===== config.mk =====
export PLATFORM = sky130hd
export DESIGN_NAME = space_to_tab_entab_flat
export DESIGN_NICKNAME = d
export VERILOG_FILES = /design/src/hw/rtl/ste_pkg.sv /design/src/hw/rtl/ste_in_if.sv /design/src/hw/rtl/ste_out_if.sv /design/src/hw/rtl/ste_front.sv /design/src/hw/rtl/ste_queue.sv /design/src/hw/rtl/ste_back.sv /design/src/hw/rtl/space_to_tab_entab.sv /design/src/flat_wrapper.sv
export VERILOG_INCLUDE_DIRS = /design/src /design/src/hw/rtl
export SDC_FILE = /design/constraint.sdc
export NUM_CORES = 1
export LEC_CHECK = 0
export BUFFER_PORTS_ARGS = -buffer_cell sky130_fd_sc_hd__buf_2
export CORE_MARGIN = 3
export CORE_UTILIZATION = 30
export DETAILED_ROUTE_END_ITERATION = 10
export PLACE_DENSITY = 0.54
export SLEW_MARGIN = 20
export SYNTH_ARGS = -nofsm -noshare
export SYNTH_HDL_FRONTEND = slang
export SYNTH_SLANG_ARGS = --single-unit

===== constraint.sdc =====
create_clock -name clk -period 5.5 [get_ports clk]
set_clock_uncertainty 0.15 [all_clocks]
set_input_delay 0.825 -clock clk [delete_from_list [all_inputs] [get_ports clk]]
set_output_delay 0.825 -clock clk [all_outputs]
set_load 0.01 [all_outputs]

===== src/hw/rtl/space_to_tab_entab_defines.svh =====
// Assertion macros for the entab RTL; ste_queue is the only file that uses them.
// Expects a clock named clk and a synchronous reset named rst in the using module.
`ifndef SPACE_TO_TAB_ENTAB_DEFINES_SVH
`define SPACE_TO_TAB_ENTAB_DEFINES_SVH

`ifndef NO_ASSERTIONS

// Checked on every clock edge outside reset.
`define STE_ASSERT(lbl, prop) \
  lbl: assert property (@(posedge clk) disable iff (rst) prop) \
    else $error("entab assertion failed");

// Checked on every clock edge, reset included.
`define STE_ASSERT_ALWAYS(lbl, prop) \
  lbl: assert property (@(posedge clk) prop) \
    else $error("entab assertion failed");

`else

`define STE_ASSERT(lbl, prop)
`define STE_ASSERT_ALWAYS(lbl, prop)

`endif

`endif


===== src/hw/rtl/ste_pkg.sv =====
// Shared types and constants for the space-to-tab converter.
// No dependencies; the front end, queue, back end and top level import this package.
package ste_pkg;

  localparam int MAX_TAB     = 16;
  localparam int TAB_W       = 5;
  localparam int COL_W       = 4;
  localparam int PEND_W      = 5;
  localparam int QUEUE_DEPTH = 4;
  localparam int QUEUE_AW    = $clog2(QUEUE_DEPTH);
  localparam int QUEUE_CW    = QUEUE_AW + 1;

  localparam logic [7:0]       CH_SPACE  = 8'h20;
  localparam logic [7:0]       CH_TAB    = 8'h09;
  localparam logic [TAB_W-1:0] TAB_RESET = TAB_W'(8);

  // One queued command: a run of spaces followed by one closing byte.
  typedef struct packed {
    logic [COL_W-1:0] spaces;
    logic [7:0]       ch;
    logic             last;
  } cmd_t;

endpackage


===== src/hw/rtl/ste_in_if.sv =====
// Input character channel: valid/ready handshake with one text byte per word.
// Depends on nothing.
interface ste_in_if;
  logic       valid;
  logic       ready;
  logic [7:0] in_char;
  logic       in_last;

  modport source (output valid, output in_char, output in_last, input ready);
  modport sink (input valid, input in_char, input in_last, output ready);
endinterface


===== src/hw/rtl/ste_out_if.sv =====
// Output character channel: valid/ready handshake with one text byte per word.
// Depends on nothing.
interface ste_out_if;
  logic       valid;
  logic       ready;
  logic [7:0] out_char;
  logic       out_last;

  modport source (output valid, output out_char, output out_last, input ready);
  modport sink (input valid, input out_char, input out_last, output ready);
endinterface


===== src/hw/rtl/ste_front.sv =====
// Front end: tracks the block column and pending spaces, turns input words into
// queued commands; a held space queues none. Depends on ste_pkg and ste_in_if.
module ste_front (
  input  logic                      clk,
  input  logic                      rst,
  input  logic                      cfg_we,
  input  logic [ste_pkg::TAB_W-1:0] cfg_data,
  ste_in_if.sink                    in_stream,
  input  logic                      queue_full,
  output logic                      push,
  output ste_pkg::cmd_t             push_cmd
);
  import ste_pkg::*;

  logic [TAB_W-1:0]  tab_size;
  logic [COL_W-1:0]  block_column;
  logic [PEND_W-1:0] pending_spaces;
  logic [COL_W-1:0]  block_column_next;
  logic [PEND_W-1:0] pending_spaces_next;

  logic [TAB_W-1:0]  ts_eff;
  logic [TAB_W-1:0]  col_base;
  logic [TAB_W-1:0]  col;
  logic [PEND_W-1:0] pend_inc;
  logic              blk_end;
  logic              is_space;
  logic              accept;
  logic              emit;

  assign in_stream.ready = !queue_full;
  assign accept          = in_stream.valid && in_stream.ready;
  assign push            = accept && emit;

  always_comb begin
    if (tab_size == '0) begin
      ts_eff = TAB_W'(1);
    end else if (tab_size > TAB_W'(MAX_TAB)) begin
      ts_eff = TAB_W'(MAX_TAB);
    end else begin
      ts_eff = tab_size;
    end
    // A smaller tab size written since the last block restarts the column.
    col_base = (TAB_W'(block_column) >= ts_eff) ? '0 : TAB_W'(block_column);
    col      = col_base + TAB_W'(1);
    blk_end  = (col >= ts_eff);
    is_space = (in_stream.in_char == CH_SPACE);
    pend_inc = pending_spaces + PEND_W'(1);

    emit            = 1'b1;
    push_cmd.spaces = pending_spaces[COL_W-1:0];
    push_cmd.ch     = in_stream.in_char;
    push_cmd.last   = in_stream.in_last;
    if (is_space) begin
      if (blk_end) begin
        push_cmd.spaces = '0;
        push_cmd.ch     = (pend_inc > PEND_W'(1)) ? CH_TAB : CH_SPACE;
      end else if (in_stream.in_last) begin
        // Flush all held spaces; the last of them closes the command.
        push_cmd.ch = CH_SPACE;
      end else begin
        emit = 1'b0;
      end
    end

    if (blk_end || in_stream.in_last) begin
      block_column_next   = '0;
      pending_spaces_next = '0;
    end else begin
      block_column_next   = col[COL_W-1:0];
      pending_spaces_next = is_space ? pend_inc : '0;
    end
  end

  always_ff @(posedge clk) begin
    if (rst) begin
      tab_size       <= TAB_RESET;
      block_column   <= '0;
      pending_spaces <= '0;
    end else begin
      if (cfg_we) begin
        tab_size <= cfg_data;
      end
      if (accept) begin
        block_column   <= block_column_next;
        pending_spaces <= pending_spaces_next;
      end
    end
  end

endmodule


===== src/hw/rtl/ste_queue.sv =====
// Short command queue between the front and back ends, built from flops.
// Depends on ste_pkg and the assertion macro header.
`include "space_to_tab_entab_defines.svh"

module ste_queue (
  input  logic          clk,
  input  logic          rst,
  input  logic          push,
  input  ste_pkg::cmd_t push_cmd,
  output logic          full,
  input  logic          pop,
  output ste_pkg::cmd_t pop_cmd,
  output logic          empty
);
  import ste_pkg::*;

  cmd_t                entries [QUEUE_DEPTH];
  logic [QUEUE_AW-1:0] wr_ptr;
  logic [QUEUE_AW-1:0] rd_ptr;
  logic [QUEUE_CW-1:0] count;

  assign full    = (count == QUEUE_CW'(QUEUE_DEPTH));
  assign empty   = (count == '0);
  assign pop_cmd = entries[rd_ptr];

  always_ff @(posedge clk) begin
    if (push) begin
      entries[wr_ptr] <= push_cmd;
    end
  end

  always_ff @(posedge clk) begin
    if (rst) begin
      wr_ptr <= '0;
      rd_ptr <= '0;
      count  <= '0;
    end else begin
      if (push) begin
        wr_ptr <= wr_ptr + QUEUE_AW'(1);
      end
      if (pop) begin
        rd_ptr <= rd_ptr + QUEUE_AW'(1);
      end
      if (push && !pop) begin
        count <= count + QUEUE_CW'(1);
      end else if (pop && !push) begin
        count <= count - QUEUE_CW'(1);
      end
    end
  end

  `STE_ASSERT(a_count_bound, count <= QUEUE_CW'(QUEUE_DEPTH))
  `STE_ASSERT(a_no_push_full, push |-> !full)
  `STE_ASSERT(a_no_pop_empty, pop |-> !empty)

endmodule


===== src/hw/rtl/ste_back.sv =====
// Back end: expands each queued command into output words, one per cycle while ready.
// Its registers are the output register. Depends on ste_pkg and ste_out_if.
module ste_back (
  input  logic          clk,
  input  logic          rst,
  input  logic          queue_empty,
  input  ste_pkg::cmd_t pop_cmd,
  output logic          pop,
  ste_out_if.source     out_stream
);
  import ste_pkg::*;

  logic             cur_valid;
  logic [COL_W-1:0] cur_spaces;
  logic [7:0]       cur_ch;
  logic             cur_last;
  logic             done;
  logic             out_accept;

  assign done       = (cur_spaces == '0);
  assign out_accept = out_stream.valid && out_stream.ready;
  assign pop        = !queue_empty && (!cur_valid || (out_accept && done));

  assign out_stream.valid    = cur_valid;
  assign out_stream.out_char = done ? cur_ch : CH_SPACE;
  assign out_stream.out_last = done && cur_last;

  always_ff @(posedge clk) begin
    if (rst) begin
      cur_valid <= 1'b0;
    end else if (pop) begin
      cur_valid  <= 1'b1;
      cur_spaces <= pop_cmd.spaces;
      cur_ch     <= pop_cmd.ch;
      cur_last   <= pop_cmd.last;
    end else if (out_accept) begin
      if (done) begin
        cur_valid <= 1'b0;
      end else begin
        cur_spaces <= cur_spaces - COL_W'(1);
      end
    end
  end

endmodule


===== src/hw/rtl/space_to_tab_entab.sv =====
// Top level of the space-to-tab converter: front end, command queue, back end.
// Depends on ste_pkg, ste_in_if, ste_out_if, ste_front, ste_queue and ste_back.
//
//   Channel     Direction  Word
//   in_stream   sink       in_char[7:0], in_last
//   out_stream  source     out_char[7:0], out_last
//   cfg_we/data write      tab_size[4:0]
//
// The back end sends one output word per cycle while out_stream is ready; an
// input word that releases N held spaces sends N+1 words, at most 16.
// Input is taken every cycle while the four-entry command queue has room, so
// bursts of released spaces stall the input only once the queue fills.
// The first result word is written into the command queue, then loaded into
// the back-end output register, before it is valid at the output.
// Reset clears the column, the held spaces and the queue and sets tab_size to 8.
module space_to_tab_entab (
  input  logic                      clk,
  input  logic                      rst,
  input  logic                      cfg_we,
  input  logic [ste_pkg::TAB_W-1:0] cfg_data,
  ste_in_if.sink                    in_stream,
  ste_out_if.source                 out_stream
);
  import ste_pkg::*;

  logic queue_full;
  logic queue_empty;
  logic push;
  logic pop;
  cmd_t push_cmd;
  cmd_t pop_cmd;

  ste_front u_front (
    .clk        (clk),
    .rst        (rst),
    .cfg_we     (cfg_we),
    .cfg_data   (cfg_data),
    .in_stream  (in_stream),
    .queue_full (queue_full),
    .push       (push),
    .push_cmd   (push_cmd)
  );

  ste_queue u_queue (
    .clk      (clk),
    .rst      (rst),
    .push     (push),
    .push_cmd (push_cmd),
    .full     (queue_full),
    .pop      (pop),
    .pop_cmd  (pop_cmd),
    .empty    (queue_empty)
  );

  ste_back u_back (
    .clk         (clk),
    .rst         (rst),
    .queue_empty (queue_empty),
    .pop_cmd     (pop_cmd),
    .pop         (pop),
    .out_stream  (out_stream)
  );

endmodule

===== src/flat_wrapper.sv =====
// flat-port wrapper written by rule: the top's interface ports become plain ports
module space_to_tab_entab_flat import ste_pkg::*;
  (clk, rst, cfg_we, cfg_data, in_stream_valid, in_stream_in_char, in_stream_in_last, in_stream_ready, out_stream_valid, out_stream_out_char, out_stream_out_last, out_stream_ready);
  ste_in_if in_stream_i ();
  ste_out_if out_stream_i ();
  input  logic clk;
  input  logic rst;
  input  logic cfg_we;
  input  logic [ste_pkg::TAB_W-1:0] cfg_data;
  input wire logic [$bits(in_stream_i.valid)-1:0] in_stream_valid;
  input wire logic [$bits(in_stream_i.in_char)-1:0] in_stream_in_char;
  input wire logic [$bits(in_stream_i.in_last)-1:0] in_stream_in_last;
  output wire logic [$bits(in_stream_i.ready)-1:0] in_stream_ready;
  output wire logic [$bits(out_stream_i.valid)-1:0] out_stream_valid;
  output wire logic [$bits(out_stream_i.out_char)-1:0] out_stream_out_char;
  output wire logic [$bits(out_stream_i.out_last)-1:0] out_stream_out_last;
  input wire logic [$bits(out_stream_i.ready)-1:0] out_stream_ready;
  assign in_stream_i.valid = in_stream_valid;
  assign in_stream_i.in_char = in_stream_in_char;
  assign in_stream_i.in_last = in_stream_in_last;
  assign in_stream_ready = in_stream_i.ready;
  assign out_stream_valid = out_stream_i.valid;
  assign out_stream_out_char = out_stream_i.out_char;
  assign out_stream_out_last = out_stream_i.out_last;
  assign out_stream_i.ready = out_stream_ready;
  space_to_tab_entab u_core (.clk(clk), .rst(rst), .cfg_we(cfg_we), .cfg_data(cfg_data), .in_stream(in_stream_i), .out_stream(out_stream_i));
endmodule

# Word level (Yosys, flattened, before mapping)
# Memories as Yosys holds them, arrays and structs flattened. A register that Yosys moved wholly into a read port is not among the register bits.
# Index checks and enable logic that the tools add are counted.
# totals
ff_bits	35
latch_bits	0
ram_bits	52
mem_bits_ro	0
inputBits	19
word_cells	77
memories	1
# classes
n_addsub	7
n_mul	0
n_div	0
magnitude_cmp	4
n_eq_ne	3
shift	0
n_mux	27
bitwise_logic	1
n_reduce_logical	24
# mem_list
name	depth	width	read_ports	rd_ports_with_merged_regs	wr	line_no	source
u_core.u_queue.entries	4	13	1	1	1	ste_queue.sv:17	cmd_t entries [QUEUE_DEPTH];
# ops
op	count
$mux W4	6
$mux W8	3
$mux W5	4
$mux W12	1
$eq A8 B6 Y1 const B	1
$logic_and A1 B1 Y1	8
$mux W1	8
$mux W3	2
$mux W6	1
$reduce_bool A2 Y1	3
$add A4 B1 Y5 const B	1
$add A5 B1 Y5 const B	1
$ge A4 B5 Y1	1
$ge A5 B5 Y1	1
$gt A5 B1 Y1 const B	1
$gt A5 B5 Y1 const B	1
$logic_not A1 Y1	5
$logic_not A5 Y1	1
$add A2 B1 Y2 const B	2
$logic_not A4 Y1	1
$mux W2	2
$reduce_and A2 Y1	2
$sub A4 B1 Y4 const B	1
$add A3 B1 Y3 const B	1
other kinds (7)	8

# Longest topological paths before layout
# depth
depth_word	14
mapped_depth	21
mapped_depth_nobuf	21

# Cells and area by module
# From an unflattened synthesis, not the netlist that was laid out.
# hier_totals
cells_unflattened	296
area_unflattened_um2	4065.1
# by_module_without_submodules
mod	instances	cells_each	area_per_inst_um2	seq_area_each_um2
ste_queue	1	111	2311.0	1741.7
ste_front	1	141	1083.5	280.3
ste_back	1	44	670.6	410.4

# Worst setup path before layout
# OpenSTA, ideal clock, no wires.
# synth_path
path_kind	register to register
start	register u_core.u_front.tab_size[1]
end	register u_core.u_queue.count[2]
arrival_time_ns	3.977
required_ns	5.280
path_slack_ns	1.303
stages_incl_launch_ff	22
path_buffers	0
cell_sequence	dfxtp_1 > nor3_1 > nor2_1 > nor2_1 > ha_1 > nor2_1 > a21oi_1 > o31ai_2 > and2_1 > ha_1 > xnor2_1 > ha_1 > o211ai_2 > o21ai_4 > a2111oi_4 > nor2_4 > ha_1 > inv_1 > fa_1 > xor2_1 > or3_1 > a21oi_1
# synth_via
elab_chain_len	13
word_cells_on_any_way	16
classes_between	add/sub: 1; order compare: 3; mux: 6; reduce/logical: 6
# synth_rtl
item	line_no	source
start: declaration	ste_front.sv:15	logic [TAB_W-1:0] tab_size;
start signal: assignment	ste_front.sv:81	tab_size <= cfg_data;
$gt A5 B5 Y1	ste_front.sv:37	end else if (tab_size > TAB_W'(MAX_TAB)) begin
$mux W5	ste_front.sv:37	
$mux W5 *	ste_front.sv:35	if (tab_size == '0) begin
$ge A4 B5 Y1	ste_front.sv:43	col_base = (TAB_W'(block_column) >= ts_eff) ? '0 : TAB_W'(block_column);
$mux W4	ste_front.sv:43	
$add A4 B1 Y5	ste_front.sv:44	col = col_base + TAB_W'(1);
$ge A5 B5 Y1 *	ste_front.sv:45	blk_end = (col >= ts_eff);
$mux W1 *	ste_front.sv:54	if (blk_end) begin
$mux W1 *	ste_front.sv:53	if (is_space) begin
$logic_and A1 B1 Y1 *	ste_front.sv:32	assign push = accept && emit;
via u_core.push	space_to_tab_entab.sv:28	logic push;
$logic_not A1 Y1	ste_queue.sv:46	end else if (pop && !push) begin
$logic_and A1 B1 Y1	ste_queue.sv:46	
$reduce_bool A2 Y1 (no line)	n/a	
end signal: assignment	ste_queue.sv:45	count <= count + QUEUE_CW'(1);
end signal: assignment	ste_queue.sv:47	count <= count - QUEUE_CW'(1);
end: declaration	ste_queue.sv:20	logic [QUEUE_CW-1:0] count;
# Mark *: on every way through the listed nets, which the timed path passes. The rest lies on a longest branch.
# A chain may end at the register's enable or synchronous reset.

# Final worst setup path
# Ends and elaborated chain as after synthesis.

==> flow_summary.toml <==
[die]
floorplan.die_area_mm2 = 0.0149
placeableCoreArea_mm2 = 0.0129
die-width_um = 122
initial_core_util_pct = 31.4
io_pins = 30
rows = 41
die_height_um = 122

[synth]
synth_area_mm2 = 0.00404
synth_top_area_cells = "sky130_fd_sc_hd__edfxtp_1, sky130_fd_sc_hd__dfxtp_1, sky130_fd_sc_hd__mux4_2"
synth_top_area_share_pct = 48.3
synth-edff-count = 65
ys_types = 48
synth_top_cell_by_area = "sky130_fd_sc_hd__edfxtp_1"
post-synth-top-count-cell = "sky130_fd_sc_hd__edfxtp_1"
ys_top_cells_by_count = "sky130_fd_sc_hd__edfxtp_1, sky130_fd_sc_hd__nor2_1, sky130_fd_sc_hd__dfxtp_1, sky130_fd_sc_hd__ha_1, sky130_fd_sc_hd__nand2_1"
yosys_warnings = 0
asyncSetResetFlopFracSynth_pct = 0
number_of_standard_cells_after_synthesis = 298
postSynthRegisterBits = 89
synthFlopType = "sky130_fd_sc_hd__edfxtp_1"
syn_area_per_cell_um2 = 13.6
fraction_of_the_yosys_area_taken_by_sequential_cells_pct = 60.2
synthesis.nets = 337

[pwr]
power_density_mw_per_mm2 = 398
sequential_share_of_power_pct = 49.3
p_comb_share_pct = 20.3
vdd_drop_max_mv = 0.177
share_clk_of_total_power_pct = 30.4
finalPower_uw = 1840
sw_pwr_uw = 511
leakage_uw = 0.00168
intPower_uw = 1330
power_switching_share_pct = 27.8

[sta]
fin_setup_tns_ns = 0
setup_ws_ns = 0.905
post-route-period-util_pct = 83.5
report.final.slew_viol_count = 0
rsz0062_at_grt = "false"
relSlewSlack_pct = 37.5
max_clock_freq_mhz = 218
finalCriticalPeriod_ns = 4.59
worstMarginPinSlew_ns = 0.936
finalSetupViolations = 0
report.final.hold_viol_count = 0

[grt]
global_route.overflow_total = 0
grt_pass1_wl_mm = 12.3
grt_pass1_vias = 2386
global_route.usage.total_pct = 10.8
grt_start_max_net_pins = 26
grt_antenna_before_repair = 0

[worst_setup_path]
setup.worst_path.class = "reg2reg"
critical_path_at_ns = 4.70
timing.reg2reg.worst_path_depth = 21
endpoint_kind = "flip-flop"
crit_path_start_kind = "flip-flop"
timing.critical_path.required_ns = 5.61
crit_fanout = 8

[cts]
cts_repair_resize_count = 0
clock_insertion_delay_worst_skew_ns = 0.33
tritoncts_num_sinks = 89
post_cts_buffers = 0
cts-buffers-inserted = 9
max-clock-path-buffers = 2
clk_pin_slew_ns = 0.06
tritoncts_clock_tree = "built"
cts.hold.buffers_added = 0
clockRootBuffer = "sky130_fd_sc_hd__clkbuf_16"
htree_levels = 3

[route]
wire_per_inst_um = 14.4
vias_per_cell = 4.69
drt-total-wl_mm = 7.26
antenna_left = 0
via_count = 2358
firstDrtPassIters = 4
drc = 0
drt_first_iter_violations = 107

[placement]
place.detailed.instances = 487
pre_cts_slack_ns = 0.927
dpl.hpwl_mm = 5.06
placed_area_mm2 = 0.00435
io_buffers = 29
gp_congestion = 0.768

[cells_and_area]
layout.nets = 365
antennaDiodeCount = 0
postLayoutCellArea_mm2 = 0.00462
layout-drive-gt1-share_pct = 22.1
layout-area-overhead-vs-synth_pct = 14.4
final_cell_count_no_fill = 503

[worst_hold_path]
worstHoldPathType = "reg2reg"
whs_path_depth = 2

[status]
outcome = "finished clean"

[job]
count_of_max_cap_constraint_violations = 0
## cell families (layout without fill, tap and decap cells)
group	count (synthesis)	after routing	synth area share, %
AO/OA/AOI/OAI	32	32	5.82
XOR/XNOR	12	12	2.60
adder cells (fa/ha/maj)	20	20	6.38
buffers and inverters	26	59	2.63
flip-flops	89	89	60.2
multiplexers	21	21	9.35
AND/OR/NAND/NOR	98	98	13.0
## layer usage
layer	part of all wire, %	vias up	global-route usage [%]
li1	-	1156	-
met1	45	1161	13.2
met2	51	30	18.4
met3	2.2	11	1.76
met4	2.2	0	5.67
met5	0	-	0
## layout by cell type (no fill, tap or decap), types with 3 or more instances in the layout
cell | netlist | final
sky130_fd_sc_hd__nor3_1 | 5 | 5
sky130_fd_sc_hd__nand3_1 | 10 | 10
sky130_fd_sc_hd__and2_1 | 12 | 12
sky130_fd_sc_hd__buf_2 | 2 | 29
sky130_fd_sc_hd__mux4_2 | 13 | 13
sky130_fd_sc_hd__nor2_1 | 27 | 27
sky130_fd_sc_hd__xor2_1 | 3 | 3
sky130_fd_sc_hd__o21ai_0 | 6 | 6
sky130_fd_sc_hd__a21oi_1 | 14 | 14
sky130_fd_sc_hd__inv_1 | 12 | 12
sky130_fd_sc_hd__and2_2 | 4 | 4
sky130_fd_sc_hd__nor2b_1 | 3 | 3
sky130_fd_sc_hd__edfxtp_1 | 65 | 65
sky130_fd_sc_hd__nand2_1 | 19 | 19
sky130_fd_sc_hd__mux2i_1 | 7 | 7
sky130_fd_sc_hd__clkbuf_16 | 0 | 9
sky130_fd_sc_hd__xnor2_1 | 9 | 9
sky130_fd_sc_hd__ha_1 | 19 | 19
sky130_fd_sc_hd__dfxtp_1 | 24 | 24
## state kept, by name, indices dropped and copies added, names as in the netlist, named ones only
signal	cells
u_core.u_front.tab_size	5
u_core.u_queue.rd_ptr	2
u_core.u_queue.entries	52
u_core.u_queue.wr_ptr	2
u_core.u_back.cur_spaces	4
u_core.u_back.out_stream.valid	1
u_core.u_front.pending_spaces	5
u_core.u_queue.count	3
u_core.u_back.cur_ch	8
u_core.u_back.cur_last	1
u_core.u_front.block_column	4
## cell type report
cell class,instances,area (um2)
inverter,13,48.8
fill,1232,8250
tap,172,215
sequential,89,2430
multi-input combinational,183,1500
clock inverter,6,42.5
clock buffer,10,229
timing repair buffer,30,153
## critical path, stage by stage, from the launching register on
cell and delay (ns):
sky130_fd_sc_hd__dfxtp_1 0.32, sky130_fd_sc_hd__nor3_1 0.18, sky130_fd_sc_hd__nor2_1 0.06, sky130_fd_sc_hd__nor2_1 0.14
sky130_fd_sc_hd__ha_1 0.25, sky130_fd_sc_hd__nor2_1 0.10, sky130_fd_sc_hd__a21oi_1 0.08, sky130_fd_sc_hd__o31ai_2 0.44
sky130_fd_sc_hd__and2_1 0.23, sky130_fd_sc_hd__ha_1 0.24, sky130_fd_sc_hd__xnor2_1 0.10, sky130_fd_sc_hd__ha_1 0.28
sky130_fd_sc_hd__o211ai_2 0.09, sky130_fd_sc_hd__o21ai_4 0.22, sky130_fd_sc_hd__a2111oi_4 0.13, sky130_fd_sc_hd__nor2_4 0.20
sky130_fd_sc_hd__ha_1 0.23, sky130_fd_sc_hd__inv_1 0.07, sky130_fd_sc_hd__fa_1 0.37, sky130_fd_sc_hd__xor2_1 0.17
sky130_fd_sc_hd__or3_1 0.31, sky130_fd_sc_hd__a21oi_1 0.15
## power by group through the flow
stage | Clock [uW] | Combinational (uW) | Sequential [uW]
finish | 558 | 373 | 907
global route | 596 | 425 | 924
CTS | 573 | 383 | 910
detailed placement | 0 | 383 | 924
global placement | 0 | 375 | 922
floorplan | 0 | 314 | 886
## path summary, 6_finish.rpt
path / start / to / slack, ns
setup / recovery: u_core.u_front.tab_size[1] / u_core.u_queue.count[2] / 0.91
hold reg to reg: u_core.u_back.out_stream.valid / u_core.u_back.out_stream.valid / 0.34
hold / removal: u_core.u_back.out_stream.valid / u_core.u_back.out_stream.valid / 0.34
setup reg to reg: u_core.u_front.tab_size[1] / u_core.u_queue.count[2] / 0.91
## through the flow
stage | hold WS, ns | util [%]
after floorplan | 0.311 | -
after global placement | 0.328 | 33.8
after detailed placement | 0.333 | 33.8
after CTS | 0.343 | 35.9
after global routing | 0.381 | 35.9
final | 0.338 | 35.9
(Power assumes the default switching activity.)
